`config.mk`:
```
export PLATFORM = sky130hd
export DESIGN_NAME = cts_seq
export DESIGN_NICKNAME = d
export VERILOG_FILES = /design/src/rtl/cts_pkg.sv /design/src/rtl/cts_seq.sv
export VERILOG_INCLUDE_DIRS = /design/src /design/src/rtl
export SDC_FILE = /design/constraint.sdc
export NUM_CORES = 1
export LEC_CHECK = 0
export BUFFER_PORTS_ARGS = -buffer_cell sky130_fd_sc_hd__buf_2
export CELL_PAD_IN_SITES_DETAIL_PLACEMENT = 0
export CELL_PAD_IN_SITES_GLOBAL_PLACEMENT = 1
export CORE_ASPECT_RATIO = 2
export CORE_UTILIZATION = 42
export DETAILED_ROUTE_END_ITERATION = 10
export GPL_TIMING_DRIVEN = 0
export PLACE_DENSITY_LB_ADDON = 0.1
export SLEW_MARGIN = 10
export SYNTH_ARGS = -nofsm -noshare
export SYNTH_HDL_FRONTEND = slang
export SYNTH_SLANG_ARGS = --single-unit
```
`constraint.sdc`:
```
create_clock -name aclk -period 3.6 [get_ports aclk]
set_input_delay 0.72 -clock aclk [delete_from_list [all_inputs] [get_ports aclk]]
set_output_delay 0.72 -clock aclk [all_outputs]
set_load 0.05 [all_outputs]
```
`src/rtl/text_console_cursor_scroll_unit_assert.svh`:
```
// assertion macros for the text console rtl
// no dependencies; the checking forms compile away when SYNTHESIS is set
`ifndef TEXT_CONSOLE_CURSOR_SCROLL_UNIT_ASSERT_SVH
`define TEXT_CONSOLE_CURSOR_SCROLL_UNIT_ASSERT_SVH
`ifndef SYNTHESIS
// property that must hold on every clock edge out of reset
`define CTS_ASSERT(lbl, clk, rst_n, prop) \
    lbl: assert property (@(posedge clk) disable iff (!rst_n) (prop)) \
        else $error("console check failed");
// condition in one cycle implies a consequence in the next
`define CTS_ASSERT_NEXT(lbl, clk, rst_n, cond, conseq) \
    lbl: assert property (@(posedge clk) disable iff (!rst_n) (cond) |=> (conseq)) \
        else $error("console sequencing check failed");
`else
`define CTS_ASSERT(lbl, clk, rst_n, prop)
`define CTS_ASSERT_NEXT(lbl, clk, rst_n, cond, conseq)
`endif
`endif

```
`src/rtl/cts_pkg.sv`:
```
// shared types and constants for the text console cursor and scroll unit
// no dependencies
package cts_pkg;

    localparam int COLS_DEF = 80;
    localparam int ROWS_DEF = 25;

    localparam int REQ_W        = 2;
    localparam int CHAR_W       = 8;
    localparam int ATTR_W       = 8;
    localparam int READ_ROW_W   = 5;
    localparam int READ_COL_W   = 7;
    localparam int CURSOR_COL_W = 7;
    localparam int CURSOR_ROW_W = 5;
    localparam int CELL_W       = CHAR_W + ATTR_W;

    localparam logic [REQ_W-1:0] REQ_PUT   = 2'd0;
    localparam logic [REQ_W-1:0] REQ_CLEAR = 2'd1;
    localparam logic [REQ_W-1:0] REQ_READ  = 2'd2;

    localparam logic [CHAR_W-1:0] CH_NEWLINE   = 8'd10;
    localparam logic [CHAR_W-1:0] CH_BACKSPACE = 8'd8;
    localparam logic [CHAR_W-1:0] CH_SPACE     = 8'h20;
    localparam logic [ATTR_W-1:0] RESET_ATTR   = 8'h0F;

    typedef enum logic [2:0] {
        ST_INIT,
        ST_IDLE,
        ST_EXEC,
        ST_RDWAIT,
        ST_SCROLL,
        ST_FILL,
        ST_RESP
    } state_t;

    typedef struct packed {
        logic [CURSOR_COL_W-1:0] cursor_col;
        logic [CURSOR_ROW_W-1:0] cursor_row;
        logic [CHAR_W-1:0]       cell_char;
        logic [ATTR_W-1:0]       cell_attr;
        logic                    scrolled;
    } res_t;

endpackage

```
`src/rtl/cts_seq.sv`:
```
// request sequencer: cursor state, shared sweep counter for clear/scroll/init
// depends on cts_pkg, the assertion header and drives cts_cell_mem ports
`include "text_console_cursor_scroll_unit_assert.svh"

module cts_seq #(
    parameter int COLS   = cts_pkg::COLS_DEF,
    parameter int ROWS   = cts_pkg::ROWS_DEF,
    parameter int ADDR_W = $clog2(COLS * ROWS)
) (
    input  logic                              aclk,
    input  logic                              aresetn,
    input  logic                              s_valid,
    output logic                              s_ready,
    input  logic [cts_pkg::REQ_W-1:0]         s_req_type,
    input  logic [cts_pkg::CHAR_W-1:0]        s_char_code,
    input  logic [cts_pkg::ATTR_W-1:0]        s_attr,
    input  logic [cts_pkg::READ_ROW_W-1:0]    s_read_row,
    input  logic [cts_pkg::READ_COL_W-1:0]    s_read_col,
    input  logic                              slot_free,
    output logic                              res_valid,
    output cts_pkg::res_t                     res,
    output logic                              wr_en,
    output logic [ADDR_W-1:0]                 wr_addr,
    output logic [cts_pkg::CELL_W-1:0]        wr_data,
    output logic                              rd_en,
    output logic [ADDR_W-1:0]                 rd_addr,
    input  logic [cts_pkg::CELL_W-1:0]        rd_data
);

    localparam int CELLS = COLS * ROWS;
    localparam int COL_W = $clog2(COLS);
    localparam int ROW_W = $clog2(ROWS);
    localparam int CCW   = cts_pkg::CURSOR_COL_W;
    localparam int CRW   = cts_pkg::CURSOR_ROW_W;

    localparam logic [ADDR_W-1:0] LAST_ADDR = ADDR_W'(CELLS - 1);
    localparam logic [ADDR_W-1:0] COPY_END  = ADDR_W'(CELLS - COLS);
    localparam logic [ADDR_W-1:0] COLS_A    = ADDR_W'(COLS);
    localparam logic [COL_W-1:0]  COL_LAST  = COL_W'(COLS - 1);
    localparam logic [ROW_W-1:0]  ROW_LAST  = ROW_W'(ROWS - 1);

    cts_pkg::state_t state_reg, state_next;

    logic [ADDR_W-1:0]                sw_reg, sw_next;
    logic                             cp_vld_reg, cp_vld_next;
    logic [ADDR_W-1:0]                cp_addr_reg, cp_addr_next;
    logic [COL_W-1:0]                 col_reg, col_next;
    logic [ROW_W-1:0]                 row_reg, row_next;
    logic [cts_pkg::REQ_W-1:0]        req_reg, req_next;
    logic [cts_pkg::CHAR_W-1:0]       ch_reg, ch_next;
    logic [cts_pkg::ATTR_W-1:0]       attr_reg, attr_next;
    logic [cts_pkg::READ_ROW_W-1:0]   rr_reg, rr_next;
    logic [cts_pkg::READ_COL_W-1:0]   rc_reg, rc_next;
    logic [cts_pkg::CHAR_W-1:0]       rdc_reg, rdc_next;
    logic [cts_pkg::ATTR_W-1:0]       rda_reg, rda_next;
    logic                             scr_reg, scr_next;

    logic                             in_fire;
    logic [ADDR_W-1:0]                row_base;
    logic [ADDR_W-1:0]                rd_cell_addr;
    logic                             rd_in_range;
    logic [COL_W-1:0]                 col_m1;

    // row base shared by put and backspace writes
    assign row_base     = ADDR_W'(ADDR_W'(row_reg) * COLS_A);
    assign rd_cell_addr = ADDR_W'(ADDR_W'(rr_reg) * COLS_A) + ADDR_W'(rc_reg);
    assign rd_in_range  = (int'(rr_reg) < ROWS) && (int'(rc_reg) < COLS);
    assign col_m1       = col_reg - COL_W'(1);

    always_ff @(posedge aclk) begin
        if (!aresetn) begin
            state_reg  <= cts_pkg::ST_INIT;
            sw_reg     <= '0;
            cp_vld_reg <= 1'b0;
            col_reg    <= '0;
            row_reg    <= '0;
        end else begin
            state_reg  <= state_next;
            sw_reg     <= sw_next;
            cp_vld_reg <= cp_vld_next;
            col_reg    <= col_next;
            row_reg    <= row_next;
        end
    end

    always_ff @(posedge aclk) begin
        cp_addr_reg <= cp_addr_next;
        req_reg     <= req_next;
        ch_reg      <= ch_next;
        attr_reg    <= attr_next;
        rr_reg      <= rr_next;
        rc_reg      <= rc_next;
        rdc_reg     <= rdc_next;
        rda_reg     <= rda_next;
        scr_reg     <= scr_next;
    end

    always_comb begin
        state_next   = state_reg;
        sw_next      = sw_reg;
        cp_vld_next  = 1'b0;
        cp_addr_next = cp_addr_reg;
        col_next     = col_reg;
        row_next     = row_reg;
        req_next     = req_reg;
        ch_next      = ch_reg;
        attr_next    = attr_reg;
        rr_next      = rr_reg;
        rc_next      = rc_reg;
        rdc_next     = rdc_reg;
        rda_next     = rda_reg;
        scr_next     = scr_reg;
        wr_en        = 1'b0;
        wr_addr      = '0;
        wr_data      = '0;
        rd_en        = 1'b0;
        rd_addr      = '0;
        s_ready      = 1'b0;
        res_valid    = 1'b0;

        case (state_reg)
            cts_pkg::ST_INIT: begin
                wr_en   = 1'b1;
                wr_addr = sw_reg;
                wr_data = {cts_pkg::RESET_ATTR, cts_pkg::CH_SPACE};
                if (sw_reg == LAST_ADDR) begin
                    sw_next    = '0;
                    state_next = cts_pkg::ST_IDLE;
                end else begin
                    sw_next = sw_reg + ADDR_W'(1);
                end
            end
            cts_pkg::ST_IDLE: begin
                s_ready = 1'b1;
            end
            cts_pkg::ST_EXEC: begin
                rdc_next   = '0;
                rda_next   = '0;
                scr_next   = 1'b0;
                state_next = cts_pkg::ST_RESP;
                case (req_reg)
                    cts_pkg::REQ_PUT: begin
                        if (ch_reg == cts_pkg::CH_NEWLINE) begin
                            col_next = '0;
                            if (row_reg == ROW_LAST) begin
                                scr_next   = 1'b1;
                                sw_next    = '0;
                                state_next = cts_pkg::ST_SCROLL;
                            end else begin
                                row_next = row_reg + ROW_W'(1);
                            end
                        end else if (ch_reg == cts_pkg::CH_BACKSPACE) begin
                            // never crosses into the previous row
                            if (col_reg != '0) begin
                                col_next = col_m1;
                                wr_en    = 1'b1;
                                wr_addr  = row_base + ADDR_W'(col_m1);
                                wr_data  = {attr_reg, cts_pkg::CH_SPACE};
                            end
                        end else begin
                            wr_en   = 1'b1;
                            wr_addr = row_base + ADDR_W'(col_reg);
                            wr_data = {attr_reg, ch_reg};
                            if (col_reg == COL_LAST) begin
                                col_next = '0;
                                if (row_reg == ROW_LAST) begin
                                    scr_next   = 1'b1;
                                    sw_next    = '0;
                                    state_next = cts_pkg::ST_SCROLL;
                                end else begin
                                    row_next = row_reg + ROW_W'(1);
                                end
                            end else begin
                                col_next = col_reg + COL_W'(1);
                            end
                        end
                    end
                    cts_pkg::REQ_CLEAR: begin
                        col_next   = '0;
                        row_next   = '0;
                        sw_next    = '0;
                        state_next = cts_pkg::ST_FILL;
                    end
                    cts_pkg::REQ_READ: begin
                        if (rd_in_range) begin
                            rd_en      = 1'b1;
                            rd_addr    = rd_cell_addr;
                            state_next = cts_pkg::ST_RDWAIT;
                        end
                    end
                    default: begin
                    end
                endcase
            end
            cts_pkg::ST_RDWAIT: begin
                rdc_next   = rd_data[cts_pkg::CHAR_W-1:0];
                rda_next   = rd_data[cts_pkg::CELL_W-1:cts_pkg::CHAR_W];
                state_next = cts_pkg::ST_RESP;
            end
            cts_pkg::ST_SCROLL: begin
                // read one row ahead, write the returned cell in the next cycle
                if (cp_vld_reg) begin
                    wr_en   = 1'b1;
                    wr_addr = cp_addr_reg;
                    wr_data = rd_data;
                end
                if (sw_reg != COPY_END) begin
                    rd_en        = 1'b1;
                    rd_addr      = sw_reg + COLS_A;
                    cp_vld_next  = 1'b1;
                    cp_addr_next = sw_reg;
                    sw_next      = sw_reg + ADDR_W'(1);
                end else begin
                    state_next = cts_pkg::ST_FILL;
                end
            end
            cts_pkg::ST_FILL: begin
                wr_en   = 1'b1;
                wr_addr = sw_reg;
                wr_data = {attr_reg, cts_pkg::CH_SPACE};
                if (sw_reg == LAST_ADDR) begin
                    sw_next    = '0;
                    state_next = cts_pkg::ST_RESP;
                end else begin
                    sw_next = sw_reg + ADDR_W'(1);
                end
            end
            cts_pkg::ST_RESP: begin
                res_valid = 1'b1;
                s_ready   = slot_free;
                if (slot_free) begin
                    state_next = cts_pkg::ST_IDLE;
                end
            end
            default: begin
                state_next = cts_pkg::ST_IDLE;
            end
        endcase

        in_fire = s_valid && s_ready;
        if (in_fire) begin
            req_next   = s_req_type;
            ch_next    = s_char_code;
            attr_next  = s_attr;
            rr_next    = s_read_row;
            rc_next    = s_read_col;
            state_next = cts_pkg::ST_EXEC;
        end
    end

    always_comb begin
        res.cursor_col = CCW'(col_reg);
        res.cursor_row = CRW'(row_reg);
        res.cell_char  = rdc_reg;
        res.cell_attr  = rda_reg;
        res.scrolled   = scr_reg;
    end

    `CTS_ASSERT(a_cursor_in_screen, aclk, aresetn, (col_reg <= COL_LAST) && (row_reg <= ROW_LAST))
    `CTS_ASSERT(a_write_in_store, aclk, aresetn, !wr_en || (wr_addr <= LAST_ADDR))
    `CTS_ASSERT_NEXT(a_transfer_starts_exec, aclk, aresetn, in_fire, state_reg == cts_pkg::ST_EXEC)
    `CTS_ASSERT_NEXT(a_copy_then_fill, aclk, aresetn, (state_reg == cts_pkg::ST_SCROLL) && (sw_reg == COPY_END), state_reg == cts_pkg::ST_FILL)

endmodule

```
======== Yosys cells after proc, flatten, opt, wreduce, memory -nomap -nowiden ========
Index checks and enable logic that the tools add are counted.
cells by class
  add/subtract/negate cells ............... 8
  $mul .................................... 2
  div/mod/pow operators ................... 0
  order comparisons ....................... 2
  eq/ne operators ......................... 30
  shift operators ......................... 0
  mux-type cells .......................... 64
  bitwise operators ....................... 2
  reduce and logical (&&, ||, !) cells .... 17
operators with widths
  operator               count
  $mux 11                14
  $mux 16                5
  $pmux 11 s3            2
  $pmux 16 s4            1
  $pmux 11 s2            2
  $add 11x7->11          3
  $pmux 8 s2             2
  $mux 7                 4
  $pmux 3 s7             1
  $mux 5                 4
  $ne 3x3->1 const B     6
  $eq 8x4->1 const B     2
  $mux 3                 5
  $reduce_and 5->1       3
  $mul 5x3->7 const B    2
  $pmux 7 s2             1
  $mux 1                 13
  $ne 2x2->1 const B     6
  $ne 4x4->1 const B     3
  $add 11x1->11 const B  1
  $add 11x7->11 const B  1
  $eq 11x11->1 const B   1
  $ne 11x11->1 const B   1
  $mux 2                 5
  other kinds (28)       37
word-level totals
  flip-flop bits (word level) ............. 85
  bits in latches ......................... 0
  bits in writable memories ............... 0
  bits in read-only memories .............. 0
  output and inout port bits .............. 71
  word-level logic and storage cells ...... 140
  memories ................................ 0

======== Logic depth before layout (Yosys ltp) ========
  depth after elaboration ................. 8
  gate-level depth with buffers ........... 11
  gate-level depth less buffers ........... 11

======== Worst setup path after synthesis ========
Ideal clock, no wire load.
  kind .................................... register to output
  start ................................... register col_reg[0]
  end ..................................... output port wr_addr[10]
  arrival time ............................ 3.626 ns
  slack ................................... -0.746 ns
  stages on the path, launching flop included .. 12
  path buffers ............................ 0
  path through ............................ dfxtp_1 inv_1 ha_1 nor3b_1 xor2_1 ha_1 fa_1 a21oi_1 nand3_1 o211ai_1 xnor2_1 o21ai_0
between the ends
  longest elaborated chain between the ends .. 7
RTL lines
  item                      RTL line        source
  start: declaration        cts_seq.sv:47   logic [COL_W-1:0] col_reg, col_next;
  start signal: assignment  cts_seq.sv:81   col_reg <= col_next;
  $sub 7x1->7               cts_seq.sv:68   assign col_m1 = col_reg - COL_W'(1);
  $add 11x7->11             cts_seq.sv:157  wr_addr = row_base + ADDR_W'(col_m1);
  $mux 11                   cts_seq.sv:154  if (col_reg != '0) begin
  $mux 11 (*)               cts_seq.sv:152  end else if (ch_reg == cts_pkg::CH_BACKSPACE) begin
  $mux 11 (*)               cts_seq.sv:143  if (ch_reg == cts_pkg::CH_NEWLINE) begin
  $mux 11 (*)               cts_seq.sv:141  case (req_reg)
  $pmux 11 s3 (*)           cts_seq.sv:121  case (state_reg)
  end: declaration          cts_seq.sv:23   output logic [ADDR_W-1:0] wr_addr,
Mark *: on every way between the ends. The rest lies on a longest branch, timed or not.

======== Worst setup path after layout ========
  start ................................... register col_reg[0]
  end ..................................... output port wr_addr[9]
Same word-level chain as after synthesis.

==> results.txt <==
The first-iteration detailed-routing DRC count is 195. The number of antenna violations at the first check in global routing is 1. Across the routed clock network, the largest skew measured is 11.97 ps. The classification of the worst setup path is flop to output port. STA classifies the critical path endpoint as an output port.

The height of the die came out at 160.1 um. The run finished with clean final reports. Timing analysis after detailed placement gives a worst setup slack of -20.23 ps.

The accumulated negative setup slack is 0 ps. The summed instance area of the synthesized netlist is 0.005250 mm^2. The data required time of the critical path came out at 2880 ps.

The width of the die came out at 81.06 um. Summed over all cells, the static leakage comes to 2.793 nW. The distinct cell type count of the synthesized netlist is 70. The total clock sinks is 85. The number of nets handed over by synthesis was 585. The post-cts hold buffer count is 0.

Setup repair after global routing could not meet its margin everywhere. The row count is 57. The share of synthesized flip-flops with an asynchronous set or reset came out at 0.

The worst-case IR drop observed on VDD is 0.4303 mV. The largest buffer count on any clock path is 2. The final RePlAce weighted congestion is 0.9088. The worst path meets setup with 97.73 ps of slack. Once placement completed, the tool counted placed cells totaling 766. The boundary pin count came out at 121. Dividing total power by cell area gives a power density of 547.2 mW/mm^2.

The share of the yosys chip area belonging to registers is 0.4347. The number of standard cells after synthesis came out at 500. The average wire per standard cell came out at 19.69 um. The synthesis-to-finish area growth came out at 25.57%. The number of register bits inferred by synthesis is 85. The max capacitance violation total is 0.

Yosys printed 0 warnings. The final routed DRC violation total came out at 0. The per-cell via count in the routed design came out at 5.712. The worst path needs 3502 ps of the cycle, external delays included. On the worst path, the slowest cell contributes a delay of 430 ps. The total routing resource utilization after global routing is 0.2501.

The number of levels the H-tree was split into came out at 3. The largest net degree at the start of global routing came out at 32. The tightest slew margin relative to the limit came out at 0.2455. The number of hold violations in the final report was 0. The total of buffers placed on input and output ports is 119. Summing internal, switching and leakage power gives 3.608 mW. The final cell count without fillers came out at 791. The wire length of the first global-routing pass is 24100 um. The data arrival time at the worst-slack endpoint is 2780 ps. The later-pin clock latency in the skew report came out at 350 ps.

At the pin with the least slew margin, the transition time is 1132 ps. The maximum net fanout on the critical path is 7. The number of CTS-inserted buffers is 9. The maximum clock rate came out at 285.5 MHz. The final cell area excluding filler cells came out at 0.006593 mm^2. For this run, the leading register cell type out of synthesis is sky130_fd_sc_hd__edfxtp_1.

The signal on the critical path passes through or3_4 -> nor3_4 -> xnor2_2 -> ha_1 -> a21o_1 -> a21oi_2 -> mux2i_2 -> and4_1 -> o31ai_4 -> buf_6. The number of vias after detailed routing is 4518. The library cell used most frequently in the layout, excluding fill and tap cells, is sky130_fd_sc_hd__buf_2. The fraction of layout cells with a size suffix above 1 is 0.3328. In this run, synthesis inferred 58 flip-flops with an integrated enable. The detail route stage leaves a number of antenna-violating nets equal to 0. The top cell types in the final layout, fill and taps aside, are sky130_fd_sc_hd__buf_2, sky130_fd_sc_hd__edfxtp_1, sky130_fd_sc_hd__nand2_1. A synthesized cell averages 10.50 um^2. After clock tree synthesis, the clock-pin slew on the worst setup and hold paths is 70 ps. TritonCTS built the clock tree. The placed standard-cell area is 0.006055 mm^2. The setup slack of the most critical reg-to-reg path is 1190 ps. In this run the worst hold path is classified as flop to flop. The number of global-route vias before repair came out at 4545. The overall die area is 0.01298 mm^2. The cell at the slowest stage of the critical path is sky130_fd_sc_hd__or3_4. The initial core utilization came out at 0.4305. The root buffer cell chosen for the clock tree is sky130_fd_sc_hd__clkbuf_16. The number of nets in the finished design is 723. The max-slew violation count was 0.

The total wire length came out at 15570 um. The startpoint type of the worst setup path is a flop. The first-pass detailed-route iteration total is 4. The standard cell core area is 0.01220 mm^2. Of the available clock period, the critical path in the final layout requires 0.9729. The post-detailed-placement half-perimeter wirelength came out at 12020 um.

The setup-violating endpoint count in the final report came out at 0. The total overflow reported by the global router came out at 0.
[metrics by stage]
stage | util | hold slack (ps)
after global routing | 0.5406 | 457.5
final | 0.5406 | 429.6
after detailed placement | 0.4965 | 414.7
after floorplan | - | 406.4
after CTS | 0.5311 | 432.1
after global placement | 0.4964 | 407.7
[synth_stat cells, types with 6 or more instances]
master | instances | share of area
sky130_fd_sc_hd__ha_1 | 30 | 0.071
sky130_fd_sc_hd__o21ai_0 | 27 | 0.026
sky130_fd_sc_hd__o22ai_1 | 11 | 0.013
sky130_fd_sc_hd__nor2_1 | 20 | 0.014
sky130_fd_sc_hd__nand4_1 | 7 | 0.0083
sky130_fd_sc_hd__a21o_1 | 7 | 0.010
sky130_fd_sc_hd__a22o_1 | 15 | 0.025
sky130_fd_sc_hd__xor2_1 | 12 | 0.020
sky130_fd_sc_hd__inv_1 | 17 | 0.012
sky130_fd_sc_hd__a21oi_1 | 29 | 0.028
sky130_fd_sc_hd__dfxtp_1 | 27 | 0.10
sky130_fd_sc_hd__xnor2_1 | 19 | 0.032
sky130_fd_sc_hd__and2_1 | 6 | 0.0072
sky130_fd_sc_hd__nor2b_1 | 7 | 0.0083
sky130_fd_sc_hd__clkbuf_1 | 13 | 0.0093
sky130_fd_sc_hd__nand2_1 | 32 | 0.023
sky130_fd_sc_hd__edfxtp_1 | 58 | 0.33
sky130_fd_sc_hd__buf_2 | 7 | 0.0067
sky130_fd_sc_hd__a22oi_1 | 10 | 0.014
sky130_fd_sc_hd__and3_1 | 22 | 0.026
sky130_fd_sc_hd__or3_1 | 8 | 0.0095
sky130_fd_sc_hd__nand3_1 | 17 | 0.016
[where the power goes]
part | internal [mW] | switching (mW)
Sequential | 1.18 | 0.0814
Combinational | 0.435 | 0.972
Clock | 0.491 | 0.446
Total | 2.11 | 1.50
[area by class of cell]
type / count / area [um^2]
repair buffers: 128 / 686.9
well taps: 147 / 183.9
clock buffers: 9 / 225.2
multi-input cells: 366 / 2867
flip-flops and latches: 85 / 2296
clock inverters: 7 / 75.07
diodes: 1 / 2.502
inverters: 17 / 68.82
plain buffers: 31 / 187.7
fillers: 1128 / 5603
[worst max-delay path: cells and delay by family, from the launching register on]
kind | cells | cell delay [ps]
and+or+nand+nor | 3 | 800
buffers and inverters | 1 | 200
adders and majority gates | 1 | 270
muxes | 1 | 110
xor gates and xnor gates | 1 | 170
DFF | 1 | 380
AOI/OAI and AO/OA | 3 | 520
[timing repair]
item | in CTS | in global routing
buffers inserted | 4 | 5
setup endpoints to repair | 17 | 7
pin swaps | 9 | 10
resized for setup | 23 | 18
endpoints found under the hold margin | 0 | 0
[worst paths after layout]
path | startpoint | endpoint | cells past startpoint
max reg2reg | row_reg[0] | sw_reg[4] | 7
min | sw_reg[9] | cp_addr_reg[9] | 0
max | col_reg[0] | wr_addr[9] | 10
min reg2reg | sw_reg[9] | cp_addr_reg[9] | 0
[cells by family after synthesis]
family,after synthesis,synth area share
buffers and inverters,49,0.04861
AO/OA/AOI/OAI,138,0.1938
flip-flops,85,0.4347
XOR/XNOR,31,0.05172
AND/OR/NAND/NOR,158,0.1730
multiplexers,4,0.007627
adder cells (fa/ha/maj),35,0.09056
[per-layer routing]
layer  part of all wire  track usage
met4              0.034       0.1080
met2               0.57       0.4756
met3              0.029      0.03029
met5                  0            0
met1               0.36       0.2609
(Power assumes the default switching activity.)
